$ cat src/hdl/rtc3w_pkg.sv
package rtc3w_pkg;

    // Command codes carried in the cmd field of an input beat.
    localparam logic [1:0] CMD_IDLE  = 2'd0;
    localparam logic [1:0] CMD_WRITE = 2'd1;
    localparam logic [1:0] CMD_READ  = 2'd2;

    // Transaction sequencer phases.
    typedef enum logic [3:0] {
        PH_IDLE    = 4'd0,
        PH_SETBIT  = 4'd1,
        PH_CLKHI   = 4'd2,
        PH_CLKLO   = 4'd3,
        PH_FINISH  = 4'd4,
        PH_RELEASE = 4'd5,
        PH_SAMPLE  = 4'd6,
        PH_RXHI    = 4'd7,
        PH_RXLO    = 4'd8
    } t_phase;

    // One input beat: one tick of the bus master.
    typedef struct packed {
        logic [1:0] cmd;
        logic [7:0] reg_addr;
        logic [6:0] wr_value;
        logic       io_in;
    } t_in_item;

    // One output beat: pin levels and status after the tick.
    typedef struct packed {
        logic       ce;
        logic       sclk;
        logic       io_out;
        logic       io_drive;
        logic       busy_res;
        logic       done_res;
        logic [7:0] rd_value;
    } t_out_item;

endpackage

$ cat src/hdl/rtc3w_core.sv
module rtc3w_core (
    input  logic                  i_clk,
    input  logic                  i_rst_n,
    input  logic                  i_step,
    input  rtc3w_pkg::t_in_item   i_item,
    output rtc3w_pkg::t_out_item  o_result
);

    // Decimal 0..127 to two BCD digits; the tens digit may exceed nine.
    function automatic logic [7:0] to_bcd(input logic [6:0] v);
        logic [14:0] prod;
        logic [3:0]  tens;
        logic [6:0]  rem;
        prod = 15'(v) * 15'd205;
        tens = prod[14:11];
        rem  = v - 7'(tens) * 7'd10;
        return {tens, rem[3:0]};
    endfunction

    // BCD byte to decimal, high nibble times ten plus low nibble.
    function automatic logic [7:0] from_bcd(input logic [7:0] b);
        return 8'(b[7:4] * 8'd10) + {4'd0, b[3:0]};
    endfunction

    rtc3w_pkg::t_phase r_phase, n_phase;
    logic [2:0] r_bit_index, n_bit_index;
    logic [7:0] r_tx_shift, n_tx_shift;
    logic [7:0] r_rx_shift, n_rx_shift;
    logic [7:0] r_data_bcd, n_data_bcd;
    logic       r_is_read, n_is_read;
    logic       r_second_byte, n_second_byte;
    logic       r_ce, n_ce;
    logic       r_sclk, n_sclk;
    logic       r_io, n_io;
    logic       r_drive, n_drive;
    logic [7:0] r_last_read, n_last_read;
    logic       n_done;
    logic       start;

    assign start = (i_item.cmd == rtc3w_pkg::CMD_WRITE) ||
                   (i_item.cmd == rtc3w_pkg::CMD_READ);

    // Next phase of the sequencer.
    always_comb begin
        n_phase = rtc3w_pkg::PH_IDLE;
        case (r_phase)
            rtc3w_pkg::PH_SETBIT: n_phase = rtc3w_pkg::PH_CLKHI;
            rtc3w_pkg::PH_CLKHI:  n_phase = rtc3w_pkg::PH_CLKLO;
            rtc3w_pkg::PH_CLKLO: begin
                if (r_bit_index != 3'd7) begin
                    n_phase = rtc3w_pkg::PH_SETBIT;
                end else if (r_is_read) begin
                    n_phase = rtc3w_pkg::PH_RELEASE;
                end else if (!r_second_byte) begin
                    n_phase = rtc3w_pkg::PH_SETBIT;
                end else begin
                    n_phase = rtc3w_pkg::PH_FINISH;
                end
            end
            rtc3w_pkg::PH_FINISH:  n_phase = rtc3w_pkg::PH_IDLE;
            rtc3w_pkg::PH_RELEASE: n_phase = rtc3w_pkg::PH_SAMPLE;
            rtc3w_pkg::PH_SAMPLE: begin
                n_phase = (r_bit_index != 3'd7) ? rtc3w_pkg::PH_RXHI : rtc3w_pkg::PH_IDLE;
            end
            rtc3w_pkg::PH_RXHI: n_phase = rtc3w_pkg::PH_RXLO;
            rtc3w_pkg::PH_RXLO: n_phase = rtc3w_pkg::PH_SAMPLE;
            default: begin
                n_phase = start ? rtc3w_pkg::PH_SETBIT : rtc3w_pkg::PH_IDLE;
            end
        endcase
    end

    // Pin levels, shift registers and counters for this tick.
    always_comb begin
        n_bit_index   = r_bit_index;
        n_tx_shift    = r_tx_shift;
        n_rx_shift    = r_rx_shift;
        n_data_bcd    = r_data_bcd;
        n_is_read     = r_is_read;
        n_second_byte = r_second_byte;
        n_ce          = r_ce;
        n_sclk        = r_sclk;
        n_io          = r_io;
        n_drive       = r_drive;
        n_last_read   = r_last_read;
        n_done        = 1'b0;
        case (r_phase)
            rtc3w_pkg::PH_SETBIT: begin
                n_io    = r_tx_shift[r_bit_index];
                n_drive = 1'b1;
            end
            rtc3w_pkg::PH_CLKHI: n_sclk = 1'b1;
            rtc3w_pkg::PH_CLKLO: begin
                n_sclk = 1'b0;
                if (r_bit_index != 3'd7) begin
                    n_bit_index = r_bit_index + 3'd1;
                end else begin
                    n_bit_index = 3'd0;
                    if (!r_is_read && !r_second_byte) begin
                        n_second_byte = 1'b1;
                        n_tx_shift    = r_data_bcd;
                    end
                end
            end
            rtc3w_pkg::PH_FINISH: begin
                n_ce   = 1'b0;
                n_done = 1'b1;
            end
            rtc3w_pkg::PH_RELEASE: begin
                n_drive     = 1'b0;
                n_bit_index = 3'd0;
            end
            rtc3w_pkg::PH_SAMPLE: begin
                if (i_item.io_in) begin
                    n_rx_shift[r_bit_index] = 1'b1;
                end
                if (r_bit_index == 3'd7) begin
                    n_ce        = 1'b0;
                    n_last_read = from_bcd(n_rx_shift);
                    n_done      = 1'b1;
                    n_bit_index = 3'd0;
                end
            end
            rtc3w_pkg::PH_RXHI: n_sclk = 1'b1;
            rtc3w_pkg::PH_RXLO: begin
                n_sclk      = 1'b0;
                n_bit_index = r_bit_index + 3'd1;
            end
            default: begin
                if (start) begin
                    n_is_read     = (i_item.cmd == rtc3w_pkg::CMD_READ);
                    n_second_byte = 1'b0;
                    n_bit_index   = 3'd0;
                    n_rx_shift    = 8'd0;
                    n_data_bcd    = to_bcd(i_item.wr_value);
                    n_tx_shift    = (i_item.cmd == rtc3w_pkg::CMD_READ) ?
                                    i_item.reg_addr + 8'd1 : i_item.reg_addr;
                    n_ce          = 1'b1;
                end
            end
        endcase
    end

    // Result of this tick as seen after the state update.
    always_comb begin
        o_result.ce       = n_ce;
        o_result.sclk     = n_sclk;
        o_result.io_out   = n_io;
        o_result.io_drive = n_drive;
        o_result.busy_res = (n_phase != rtc3w_pkg::PH_IDLE);
        o_result.done_res = n_done;
        o_result.rd_value = n_last_read;
    end

    // State registers advance once per accepted tick.
    always_ff @(posedge i_clk) begin
        if (!i_rst_n) begin
            r_phase       <= rtc3w_pkg::PH_IDLE;
            r_bit_index   <= 3'd0;
            r_tx_shift    <= 8'd0;
            r_rx_shift    <= 8'd0;
            r_data_bcd    <= 8'd0;
            r_is_read     <= 1'b0;
            r_second_byte <= 1'b0;
            r_ce          <= 1'b0;
            r_sclk        <= 1'b0;
            r_io          <= 1'b0;
            r_drive       <= 1'b0;
            r_last_read   <= 8'd0;
        end else if (i_step) begin
            r_phase       <= n_phase;
            r_bit_index   <= n_bit_index;
            r_tx_shift    <= n_tx_shift;
            r_rx_shift    <= n_rx_shift;
            r_data_bcd    <= n_data_bcd;
            r_is_read     <= n_is_read;
            r_second_byte <= n_second_byte;
            r_ce          <= n_ce;
            r_sclk        <= n_sclk;
            r_io          <= n_io;
            r_drive       <= n_drive;
            r_last_read   <= n_last_read;
        end
    end

endmodule

$ cat src/hdl/rtc3w_out_reg.sv
module rtc3w_out_reg (
    input  logic                  i_clk,
    input  logic                  i_rst_n,
    input  logic                  i_load,
    input  rtc3w_pkg::t_out_item  i_data,
    output logic                  o_valid,
    input  logic                  i_ready,
    output rtc3w_pkg::t_out_item  o_data
);

    logic                 r_valid;
    rtc3w_pkg::t_out_item r_data;

    // Valid flag: set by a new result, cleared when the beat is taken.
    always_ff @(posedge i_clk) begin
        if (!i_rst_n) begin
            r_valid <= 1'b0;
        end else if (i_load) begin
            r_valid <= 1'b1;
        end else if (i_ready) begin
            r_valid <= 1'b0;
        end
    end

    // Result payload.
    always_ff @(posedge i_clk) begin
        if (i_load) begin
            r_data <= i_data;
        end
    end

    assign o_valid = r_valid;
    assign o_data  = r_data;

endmodule

$ cat src/hdl/three_wire_rtc_serial_master.sv
// Three-wire serial bus master for a real-time-clock chip. Each input beat is
// one tick of the bus: a write command raises chip enable and shifts out the
// address byte and the BCD form of the value, a read command sends the address
// plus one, releases the data line and samples eight bits, and every tick
// returns exactly one output beat with the pin levels and status after it.
// One beat is taken every clock cycle while the result register is free or being
// drained; a beat is held in the input register, and its result is written to the
// result register when the beat moves on, where it waits until it is taken. The
// tick-to-tick state lives in a single sequencer that updates once per accepted
// beat, which is what sets this rate. Commands that arrive while busy are
// ignored.
module three_wire_rtc_serial_master (
    input  logic                  i_clk,
    input  logic                  i_rst_n,
    input  logic                  i_in_valid,
    output logic                  o_in_ready,
    input  rtc3w_pkg::t_in_item   i_in_data,
    output logic                  o_out_valid,
    input  logic                  i_out_ready,
    output rtc3w_pkg::t_out_item  o_out_data
);

    logic                 r_in_valid;
    rtc3w_pkg::t_in_item  r_in_data;
    logic                 advance;
    rtc3w_pkg::t_out_item result;

    // A held tick moves on when the result register is free or draining.
    assign advance    = r_in_valid && (!o_out_valid || i_out_ready);
    assign o_in_ready = !r_in_valid || advance;

    // Input register.
    always_ff @(posedge i_clk) begin
        if (!i_rst_n) begin
            r_in_valid <= 1'b0;
        end else if (o_in_ready) begin
            r_in_valid <= i_in_valid;
        end
    end

    always_ff @(posedge i_clk) begin
        if (o_in_ready && i_in_valid) begin
            r_in_data <= i_in_data;
        end
    end

    rtc3w_core u_core (
        .i_clk    (i_clk),
        .i_rst_n  (i_rst_n),
        .i_step   (advance),
        .i_item   (r_in_data),
        .o_result (result)
    );

    rtc3w_out_reg u_out_reg (
        .i_clk   (i_clk),
        .i_rst_n (i_rst_n),
        .i_load  (advance),
        .i_data  (result),
        .o_valid (o_out_valid),
        .i_ready (i_out_ready),
        .o_data  (o_out_data)
    );

endmodule

$ cat config.mk
export PLATFORM = sky130hd
export DESIGN_NAME = three_wire_rtc_serial_master
export DESIGN_NICKNAME = d
export VERILOG_FILES = /design/src/hdl/rtc3w_pkg.sv /design/src/hdl/rtc3w_core.sv /design/src/hdl/rtc3w_out_reg.sv /design/src/hdl/three_wire_rtc_serial_master.sv
export SDC_FILE = /design/constraint.sdc
export NUM_CORES = 1
export LEC_CHECK = 0
export BUFFER_PORTS_ARGS = -buffer_cell sky130_fd_sc_hd__buf_2
export CORE_MARGIN = 4
export CORE_UTILIZATION = 35
export CTS_CLUSTER_SIZE = 25
export DETAILED_ROUTE_END_ITERATION = 10
export PLACE_DENSITY_LB_ADDON = 0.12
export SYNTH_ARGS = -nofsm -noshare
export SYNTH_HDL_FRONTEND = slang
export SYNTH_SLANG_ARGS = --single-unit
$ cat constraint.sdc
create_clock -name i_clk -period 3.95 [get_ports i_clk]
set_input_delay 0.79 -clock i_clk [delete_from_list [all_inputs] [get_ports i_clk]]
set_output_delay 0.79 -clock i_clk [all_outputs]
set_load 0.1 [all_outputs]
==> key figures, run 1 <==
Finish
  • FF+latch area: 1900 um2
  • Fillers: 1,355
  • Post-layout util: 41.9%
  • Antenna Cells: 0
  • Synthesis-to-layout area growth: 15.7%
  • Share of post-route cells with drive strength above 1: 19.4%
  • Area of the multi-input gates: 2740 um2
  • Nets@finish: 615

CTS
  • Num CTS Buffers: 9
  • CTS tree: built
  • CTS Sinks: 79
  • Worst-path clk slew: 0.06 ns
  • CTS Hold Bufs: 0
  • H-Tree Depth: 3
  • Skew-Pair Late Insertion Delay: 0.34 ns
  • CTS Root Cell: clkbuf_16
  • Maximum clock path buffer count: 2

Floorplan
  • Ports: 38
  • Die H: 126 um
  • DIE WIDTH: 126 um
  • Starting density of the core: 36.2%
  • FP Rows: 42
  • Die ar.: 15,800 um2
  • Core Region: 13,400 um2

STA
  • Period Utilization, post-route: 105%
  • Clock Skew: 0.00647 ns
  • Worst-Margin Slew: 0.757 ns
  • RSZ-0062 raised after global routing: yes
  • Setup TNS: -0.230 ns
  • Min cycle time layout: 4.15 ns
  • Worst rel slew slack: 49.6%
  • Slew Limit Fails: 0
  • Final setup fails: 2
  • Final WS setup: -0.196 ns
  • FMAX: 241 MHz
  • Final hold viol count: 0

Logic synthesis
  • Most numerous cell in the Yosys netlist: nor2_1
  • Largest cells by area after synthesis: edfxtp_1 (20%), dfxtp_1 (19%), ha_1 (12%)
  • Synth area leader: edfxtp_1
  • Mapped Area: 4850 um2
  • Yosys warnings: 0
  • Cells after Synth: 494
  • Register area share after synthesis: 39.2%
  • Synth async-reset ratio: 0%
  • Netlist cell types: 65
  • Synth top cells by count: nor2_1 (50), dfxtp_1 (47), ha_1 (46)
  • Syn avg cell area: 9.83 um2
  • Syn_nets: 573
  • Synth top area share: 19.8%
  • #FFs+latches synth: 79
  • Post-synth EDFFs: 32
  • Main synth FF type: dfxtp_1

GRT
  • Number of global-route vias before repair: 3,554
  • Initial antenna violation count: 0
  • Overflow after GRT: 0
  • Global-route wire length before repair: 16,700 um
  • Largest net degree at the start of global routing: 36
  • All-Layer GR Usage: 12.9%

Route
  • Detailed-route wire length: 9710 um
  • Drt wl/cell: 13.5 um
  • DRT Pass-1 Iters: 4
  • Post-route antenna net violation count: 0
  • Number of vias per cell: 4.90
  • Starting DRT DRC Count: 197
  • Post-route DRC: 0
  • Via count: 3,513

Critical path
  • CP Class: flip-flop to flip-flop
  • CP Data Required Time: 4.22 ns
  • CP arrival: 4.42 ns
  • Worst r2r dst: u_core.r_data_bcd[3]$_SDFFE_PN0P_
  • FF-to-FF Start: r_in_data[5]$_DFFE_PP_
  • Crit. End Element: flip-flop
  • Startpoint types: flip-flop
  • Reg2reg setup slack: -0.20 ns
  • Worst-path maximum fanout: 3
  • R2R cell count: 17

Pwr
  • Static Leak: 0.00231 uW
  • Design Power: 2370 uW
  • PwrDens: 422 nW/um2
  • Peak VDD IR: 0.000323 V

Outcome
  • Failing checks: setup timing
  • Status: finished with violations

Placement
  • DP HPWL: 7380 um
  • PortBufs: 37
  • Gp weighted congestion: 0.775

Min path
  • Hold wc startpoint: u_core.r_last_read[4]$_SDFFE_PN0P_
  • Worst hold path type: flip-flop to flip-flop
  • Hold Path End: u_core.r_last_read[4]$_SDFFE_PN0P_
  • Worst hold stages: 2

Job
  • Max_cap viols: 0
worst max-delay path by stage:
stage	cells after the start	startpoint	end	slack, ns
4_1_cts	17	r_in_data[5]$_DFFE_PP_	u_core.r_data_bcd[3]$_SDFFE_PN0P_	-0.20
3_3_place_gp	16	r_in_data[5]$_DFFE_PP_	u_core.r_data_bcd[3]$_SDFFE_PN0P_	-0.13
5_1_grt	17	r_in_data[6]$_DFFE_PP_	u_core.r_data_bcd[3]$_SDFFE_PN0P_	-0.47
2_1_floorplan	16	r_in_data[5]$_DFFE_PP_	u_core.r_data_bcd[3]$_SDFFE_PN0P_	-0.08
6_report	17	r_in_data[5]$_DFFE_PP_	u_core.r_data_bcd[3]$_SDFFE_PN0P_	-0.20
3_5_place_dp	16	r_in_data[5]$_DFFE_PP_	u_core.r_data_bcd[3]$_SDFFE_PN0P_	-0.20
layout make-up:
| class | count | share of cell area, % |
|---|---|---|
| multi-input combinational | 354 | 48.8 |
| sequential | 79 | 33.9 |
| timing repair buffer | 57 | 5.97 |
| clock buffer | 10 | 4.08 |
| tap | 176 | 3.92 |
| inverter | 35 | 2.34 |
| clock inverter | 6 | 1.09 |
placed cells by master, fill, tap and decap left out, drive strengths merged, types with 5 or more instances in the layout:
cell | synthesis | routed
buf | 17 | 57
nor2 | 51 | 51
dfxtp | 47 | 47
ha | 46 | 46
nand2 | 44 | 44
inv | 34 | 34
edfxtp | 32 | 32
a21oi | 32 | 32
o21ai | 28 | 28
mux2i | 21 | 21
nor3 | 13 | 13
fa | 11 | 11
xnor2 | 10 | 10
nand2b | 10 | 10
clkbuf | 9 | 10
xor2 | 8 | 8
nor2b | 8 | 8
a21o | 6 | 6
a31oi | 6 | 6
nand3 | 6 | 6
nand4 | 5 | 5
a211oi | 5 | 5
clkinv | 1 | 5
through the flow:
| step | hold WS [ns] | setup WS (ns) | instance area, um2 | instances |
|---|---|---|---|---|
| 5_1_grt | 0.475 | -0.470 | 5620 | 717 |
| 2_1_floorplan | 0.437 | -0.0769 | 4890 | 494 |
| 3_3_place_gp | 0.442 | -0.133 | 5270 | 700 |
| 3_5_place_dp | 0.451 | -0.196 | 5270 | 700 |
| 6_report | 0.457 | -0.196 | 5620 | 717 |
| 4_1_cts | 0.459 | -0.205 | 5570 | 716 |
worst max-delay path, stage by stage, from the launching register on:
cell,delay [ns]
edfxtp_1,0.45
ha_1,0.37
ha_4,0.23
fa_1,0.47
inv_1,0.05
fa_1,0.49
inv_1,0.04
ha_1,0.26
nand3_1,0.08
o21ai_2,0.17
buf_4,0.14
nand4_1,0.08
and4b_2,0.26
ha_4,0.16
fa_2,0.32
xor2_1,0.15
xnor3_1,0.22
a21oi_1,0.12
kinds of logic (layout without fill, tap and decap cells):
logic type	after synthesis	in the layout	share of synthesized area, %
AND/OR/NAND/NOR	157	157	16.2
AO/OA/AOI/OAI	96	96	13.1
flip-flops	79	79	39.2
buffers and inverters	61	108	6.00
adder cells (fa/ha/maj)	57	57	16.4
multiplexers	25	25	5.49
XOR/XNOR	19	19	3.71
state kept, by name, summed over array words and instances, names as in the netlist, 3 cells and up:
signal,flops
u_core.r_phase,4
u_core.r_bit_index,3
u_core.r_tx_shift,8
u_out_reg.o_data,14
u_core.r_data_bcd,8
u_core.r_last_read,8
u_core.r_rx_shift,8
r_in_data,18
per-layer routing:
layer / vias to the layer above / GRT usage (%) / wire [um]
met5: - / 0 / 0
met4: 0 / 4.48 / 156
met3: 10 / 3.77 / 421
met2: 54 / 21.6 / 4660
met1: 1637 / 16.0 / 4480
li1: 1812 / - / -
what timing repair did:
action,in CTS,in global routing
pin swaps,0,3
setup buffers,0,1
resized for setup,1,4
endpoints found under the setup margin,2,3
cloned,0,0
report_power, final:
group	total [uW]	internal, uW	switching [uW]
Sequential	911	887	24.1
Clock	809	487	322
Combinational	648	301	347
(Power assumes the default switching activity.)
==> run 2: changes to the inputs <==
--- a/config.mk
+++ b/config.mk
@@ -10,7 +10,6 @@
 export CORE_UTILIZATION = 35
 export CTS_CLUSTER_SIZE = 25
 export DETAILED_ROUTE_END_ITERATION = 10
-export PLACE_DENSITY_LB_ADDON = 0.12
 export SYNTH_ARGS = -nofsm -noshare
 export SYNTH_HDL_FRONTEND = slang
 export SYNTH_SLANG_ARGS = --single-unit
==> run 2 against run 1 <==
Effect of this change: the flow still finishes with violations (setup timing); clock power rose by 6.7%; final area rose by 1.4%; first-iteration DRC count rose by 2.0%; wire length fell by 2.7%; cell count did not move; sequential share of layout area fell by 0.48 points; critical path depth did not move; count of clock-buffer cells in the layout rose by 2; fmax rose by 0.26%; hold slack improved by 0.0019 ns; utilization rose by 0.60 points; highest routed layer unchanged.
==> key figures, run 2 (same netlist as run 1, synthesis figures left out) <==
Route
  • Post-route DRC: 0
  • Via count: 3,547
  • Number of vias per cell: 4.95
  • DRT Pass-1 Iters: 4
  • Detailed-route wire length: 9450 um
  • Post-route antenna net violation count: 0
  • Starting DRT DRC Count: 201
  • Drt wl/cell: 13.2 um

Floorplan
  • Die H: 126 um
  • Core Region: 13,400 um2
  • Die ar.: 15,800 um2
  • DIE WIDTH: 126 um
  • Ports: 38
  • Starting density of the core: 36.2%
  • FP Rows: 42

Critical path
  • Startpoint types: flip-flop
  • CP dominant cell by count: ha_4
  • R2R cell count: 17
  • CP delay by family, top: adder cells
  • Worst-path maximum fanout: 3
  • FF-to-FF Start: r_in_data[5]$_DFFE_PP_
  • CP Class: flip-flop to flip-flop
  • CP startpoint: r_in_data[5]$_DFFE_PP_
  • Worst r2r dst: u_core.r_data_bcd[3]$_SDFFE_PN0P_
  • CP Data Required Time: 4.22 ns
  • Buf/Inv on CP: 3
  • Reg2reg setup slack: -0.19 ns
  • CP Cell Sequence: ha_1 > ha_4 > fa_1 > inv_1 > fa_1 > inv_2 > ha_4 > nand3_2 > o21ai_2 > buf_4 > nand4_1 > and4b_2 > ha_4 > fa_2 > xor2_1 > xnor3_1 > a21oi_2
  • Crit. End Element: flip-flop
  • Worst path slowest cell: fa_1
  • CP arrival: 4.40 ns
  • CP peak stage delay: 0.50 ns

Pwr
  • Internal power: 1760 uW
  • PwrDens: 433 nW/um2
  • Share of total power in combinational logic: 28.0%
  • Static Leak: 0.00232 uW
  • NetSw: 701 uW
  • Clk pwr share: 35.0%
  • Sw Share: 28.4%
  • Peak VDD IR: 0.000240 V
  • Sequential share of power: 37.0%

STA
  • Clock Skew: 0.0100 ns
  • Final setup fails: 2
  • Final WS setup: -0.186 ns
  • Min cycle time layout: 4.14 ns
  • Final hold viol count: 0
  • FMAX: 242 MHz
  • Period Utilization, post-route: 105%
  • Worst-Margin Slew: 0.749 ns
  • Worst rel slew slack: 50.1%
  • RSZ-0062 raised after global routing: yes
  • Slew Limit Fails: 0
  • Worst hold margin: 0.459 ns

Outcome
  • Status: finished with violations
  • Failing checks: setup timing

GRT
  • Largest net degree at the start of global routing: 30
  • All-Layer GR Usage: 12.4%
  • Overflow after GRT: 0
  • Global-route wire length before repair: 16,200 um
  • Number of global-route vias before repair: 3,457
  • Initial antenna violation count: 0

CTS
  • CTS Root Cell: clkbuf_16
  • CTS tree: built
  • CTS Hold Bufs: 0
  • Skew-Pair Late Insertion Delay: 0.34 ns
  • CTS Sinks: 79
  • H-Tree Depth: 3
  • Num CTS Buffers: 9
  • Worst-path clk slew: 0.06 ns
  • Maximum clock path buffer count: 2

Finish
  • Share of post-route cells with drive strength above 1: 21.1%
  • Largest register FFs: 18
  • Post-layout util: 42.5%
  • Most flops, register: r_in_data
  • Antenna Cells: 0
  • Most frequent cells in the layout: nor2_1 (50), dfxtp_1 (47), nand2_1 (44)
  • Nets@finish: 615
  • Post-route insts no fill: 717
  • Commonest non-fill, non-tap cell in the layout: nor2_1
  • Synthesis-to-layout area growth: 17.4%

Min path
  • Hold wc startpoint: u_core.r_last_read[5]$_SDFFE_PN0P_
  • Hold Path End: u_core.r_last_read[5]$_SDFFE_PN0P_
  • Worst hold path type: flip-flop to flip-flop
  • Worst hold stages: 2

Placement
  • Placed insts: 697
  • DP HPWL: 7090 um
  • Gp weighted congestion: 0.808
  • PortBufs: 37

Job
  • Max_cap viols: 0
run 2: cell types whose count changed in the layout (fill, tap and decap cells not counted), sizes merged:
cell      previous run  this run
inv                 34        35
clkbuf              10        12
clkinvlp             1         0
bufinv               1         2
clkinv               5         2
run 2: final cells by class:
| class | instances | area [um2] |
|---|---|---|
| timing repair buffer | 57 | 339 |
| multi-input combinational | 354 | 2800 |
| clock buffer | 12 | 236 |
| tap | 176 | 220 |
| inverter | 35 | 131 |
| sequential | 79 | 1900 |
| clock inverter | 4 | 71.3 |
| fill | 1305 | 7700 |
run 2: how the worst max path moves through the flow:
stage | to | cells past startpoint
floorplan | u_core.r_data_bcd[3]$_SDFFE_PN0P_ | 16
global placement | u_core.r_data_bcd[3]$_SDFFE_PN0P_ | 16
detailed placement | u_core.r_data_bcd[3]$_SDFFE_PN0P_ | 16
CTS | u_core.r_data_bcd[3]$_SDFFE_PN0P_ | 17
global route | u_core.r_data_bcd[3]$_SDFFE_PN0P_ | 17
finish | u_core.r_data_bcd[3]$_SDFFE_PN0P_ | 17
run 2: power groups by stage:
| stage | Sequential, uW | Clock, uW | Combinational, uW |
|---|---|---|---|
| 4_1_cts | 911 | 892 | 656 |
| 5_1_grt | 916 | 923 | 775 |
| 2_1_floorplan | 981 | 0 | 418 |
| 6_report | 912 | 863 | 691 |
| 3_5_place_dp | 928 | 0 | 617 |
| 3_3_place_gp | 927 | 0 | 602 |
run 2: per-stage QoR:
step	TNS (ns)	setup WS (ns)	total power [uW]	instance area, um2
floorplan	-0.0769	-0.0769	1400	4890
global placement	-0.136	-0.136	1530	5250
detailed placement	-0.283	-0.227	1550	5250
CTS	-0.268	-0.239	2460	5630
global route	-0.630	-0.394	2610	5700
finish	-0.191	-0.186	2470	5700
run 2: routing by layer:
| layer | GRT usage (%) | part of all wire (%) | vias up |
|---|---|---|---|
| met1 | 15.9 | 47 | 1637 |
| met4 | 5.05 | 1.9 | 0 |
| met5 | 0 | 0 | - |
| met3 | 3.30 | 4.7 | 10 |
| li1 | - | - | 1821 |
| met2 | 20.1 | 47 | 79 |
run 2: repair_timing:
action,in CTS,in global routing
setup buffers,2,2
pin swaps,7,4
gates resized for setup,7,10
gates cloned,0,0
endpoints found under the setup margin,2,3
run 2: tightest hold or removal path, stage by stage, from the launching register on:
cell and delay (ns):
dfxtp_1 0.31, nand2_1 0.05, a21oi_1 0.05
==> run 3: changes to the inputs <==
--- a/config.mk
+++ b/config.mk
@@ -7,7 +7,7 @@
 export LEC_CHECK = 0
 export BUFFER_PORTS_ARGS = -buffer_cell sky130_fd_sc_hd__buf_2
 export CORE_MARGIN = 4
-export CORE_UTILIZATION = 35
+export CORE_UTILIZATION = 29
 export CTS_CLUSTER_SIZE = 25
 export DETAILED_ROUTE_END_ITERATION = 10
 export SYNTH_ARGS = -nofsm -noshare
==> run 3 against run 2 <==
Effect of this change: the run still ends with setup timing left; first-iteration DRC count grew 5.5%; sequential power barely moved; register-to-register slack worse by 0.04 ns; clock skew grew 0.0011 ns; count of clock-buffer cells in the layout is 2 lower; total power increased by 1.3%; via count is 0.31% higher; critical path type unchanged.
==> key figures, run 3 (same netlist as run 1, synthesis figures left out) <==
CTS
  • CTS Sinks: 79
  • CTS tree: built
  • Num CTS Buffers: 9
  • Maximum clock path buffer count: 2
  • CTS Root Cell: clkbuf_16
  • Worst-path clk slew: 0.06 ns
  • Skew-Pair Late Insertion Delay: 0.34 ns
  • H-Tree Depth: 3
  • CTS Hold Bufs: 0

Route
  • Drt wl/cell: 13.0 um
  • Post-route antenna net violation count: 0
  • Starting DRT DRC Count: 212
  • Number of vias per cell: 4.68
  • DR top layer: met5
  • Routed length on met3: 378 um
  • Post-route DRC: 0
  • DRT met1 WL: 4760 um
  • Wire length on met2: 4660 um
  • Detailed-route wire length: 9890 um
  • DRT Pass-1 Iters: 4
  • Via count: 3,558

STA
  • RSZ-0062 raised after global routing: yes
  • Period Utilization, post-route: 106%
  • Final hold viol count: 0
  • Clock Skew: 0.0111 ns
  • FMAX: 239 MHz
  • Final WS setup: -0.226 ns
  • Slew Limit Fails: 0
  • Min cycle time layout: 4.18 ns
  • Worst rel slew slack: 40.0%
  • Worst hold margin: 0.463 ns
  • Setup TNS: -0.263 ns
  • Worst-Margin Slew: 0.901 ns
  • Final setup fails: 2

Floorplan
  • DIE WIDTH: 137 um
  • Die ar.: 18,900 um2
  • FP Rows: 47
  • Die H: 137 um
  • Ports: 38
  • Starting density of the core: 29.5%
  • Core Region: 16,500 um2

Min path
  • Worst hold path type: flip-flop to flip-flop

Critical path
  • CP dominant cell by count: ha_4
  • Startpoint types: flip-flop
  • Crit. End Element: flip-flop
  • CP Cell Sequence: ha_4 > fa_1 > ha_1 > inv_2 > fa_1 > inv_2 > ha_4 > nand3_2 > o21ai_2 > buf_4 > nand4_1 > and4b_2 > ha_4 > fa_2 > xor2_2 > xnor3_1 > a21oi_1
  • Worst path slowest cell: fa_1
  • CP peak stage delay: 0.51 ns
  • Worst-path maximum fanout: 3
  • CP Class: flip-flop to flip-flop
  • CP Data Required Time: 4.21 ns
  • CP arrival: 4.44 ns

Placement
  • Gp weighted congestion: 0.802
  • Pre-CTS WS: -0.202 ns
  • Dpl cell area: 5310 um2
  • PortBufs: 37
  • DP HPWL: 7400 um

Finish
  • Largest register FFs: 18
  • Most frequent cells in the layout: nor2_1 (50), dfxtp_1 (47), nand2_1 (44)
  • Antenna Cells: 0
  • Synthesis-to-layout area growth: 18.5%
  • Fin area: 5750 um2
  • Commonest non-fill, non-tap cell in the layout: nor2_1
  • Post-layout util: 34.9%
  • Nets@finish: 615
  • Share of post-route cells with drive strength above 1: 21.3%
  • Most flops, register: r_in_data
  • Fillers: 1,675

GRT
  • All-Layer GR Usage: 11.0%
  • Number of global-route vias before repair: 3,655
  • Initial antenna violation count: 1
  • Overflow after GRT: 0
  • Largest net degree at the start of global routing: 33
  • Global-route wire length before repair: 16,900 um

Pwr
  • Static Leak: 0.00232 uW
  • Peak VDD IR: 0.000216 V
  • PwrDens: 434 nW/um2

Job
  • Max_cap viols: 0

Outcome
  • Failing checks: setup timing
  • Status: finished with violations
-- run 3: repair_timing --
action | CTS | global route
pin swaps | 0 | 9
setup endpoints to repair | 2 | 4
resized for setup | 1 | 14
endpoints found under the hold margin | 0 | 0
cloned | 0 | 0
setup buffers | 1 | 4
-- run 3: worst max-delay path, delay by kind of cell, from the launching register on --
family	cells	cell delay (ns)
simple gates	3	0.41
compound gates	2	0.28
flops	1	0.48
xor+xnor	2	0.38
buf+inv	3	0.24
fa+ha+maj	7	2.33
-- run 3: through the flow --
stage                     total power (uW)  std cells
after floorplan                       1400        494
after global placement                1540        741
after detailed placement              1560        741
after CTS                             2460        758
after global routing                  2650        761
final                                 2500        761
-- run 3: cell type report --
cell class | instances | area, um2 | area share [%]
Tap cell | 220 | 275 | 4.78
Inverter | 35 | 131 | 2.28
Clock inverter | 6 | 67.6 | 1.17
Clock buffer | 10 | 250 | 4.35
Timing Repair Buffer | 57 | 335 | 5.83
Multi-Input combinational cell | 354 | 2790 | 48.5
Sequential cell | 79 | 1900 | 33.1
-- run 3: final timing paths --
check	from	to	slack, ns	depth (start not counted)
worst max-delay path	r_in_data[5]$_DFFE_PP_	u_core.r_data_bcd[3]$_SDFFE_PN0P_	-0.23	17
worst min-delay path	u_core.r_last_read[0]$_SDFFE_PN0P_	u_core.r_last_read[0]$_SDFFE_PN0P_	0.46	2
worst max register to register	r_in_data[5]$_DFFE_PP_	u_core.r_data_bcd[3]$_SDFFE_PN0P_	-0.23	17
worst min register to register	u_core.r_last_read[0]$_SDFFE_PN0P_	u_core.r_last_read[0]$_SDFFE_PN0P_	0.46	2
-- run 3: per-layer routing --
metal,global-route usage (%),up-vias
met4,2.55,2
met2,18.6,55
met3,2.85,9
li1,-,1806
met1,14.2,1686
met5,0,-
-- run 3: power by group --
group | leakage, uW | total (uW) | internal, uW | switching (uW)
clock network | 0.000151 | 865 | 529 | 336
logic | 0.00148 | 721 | 346 | 376
registers | 0.000686 | 912 | 887 | 24.8
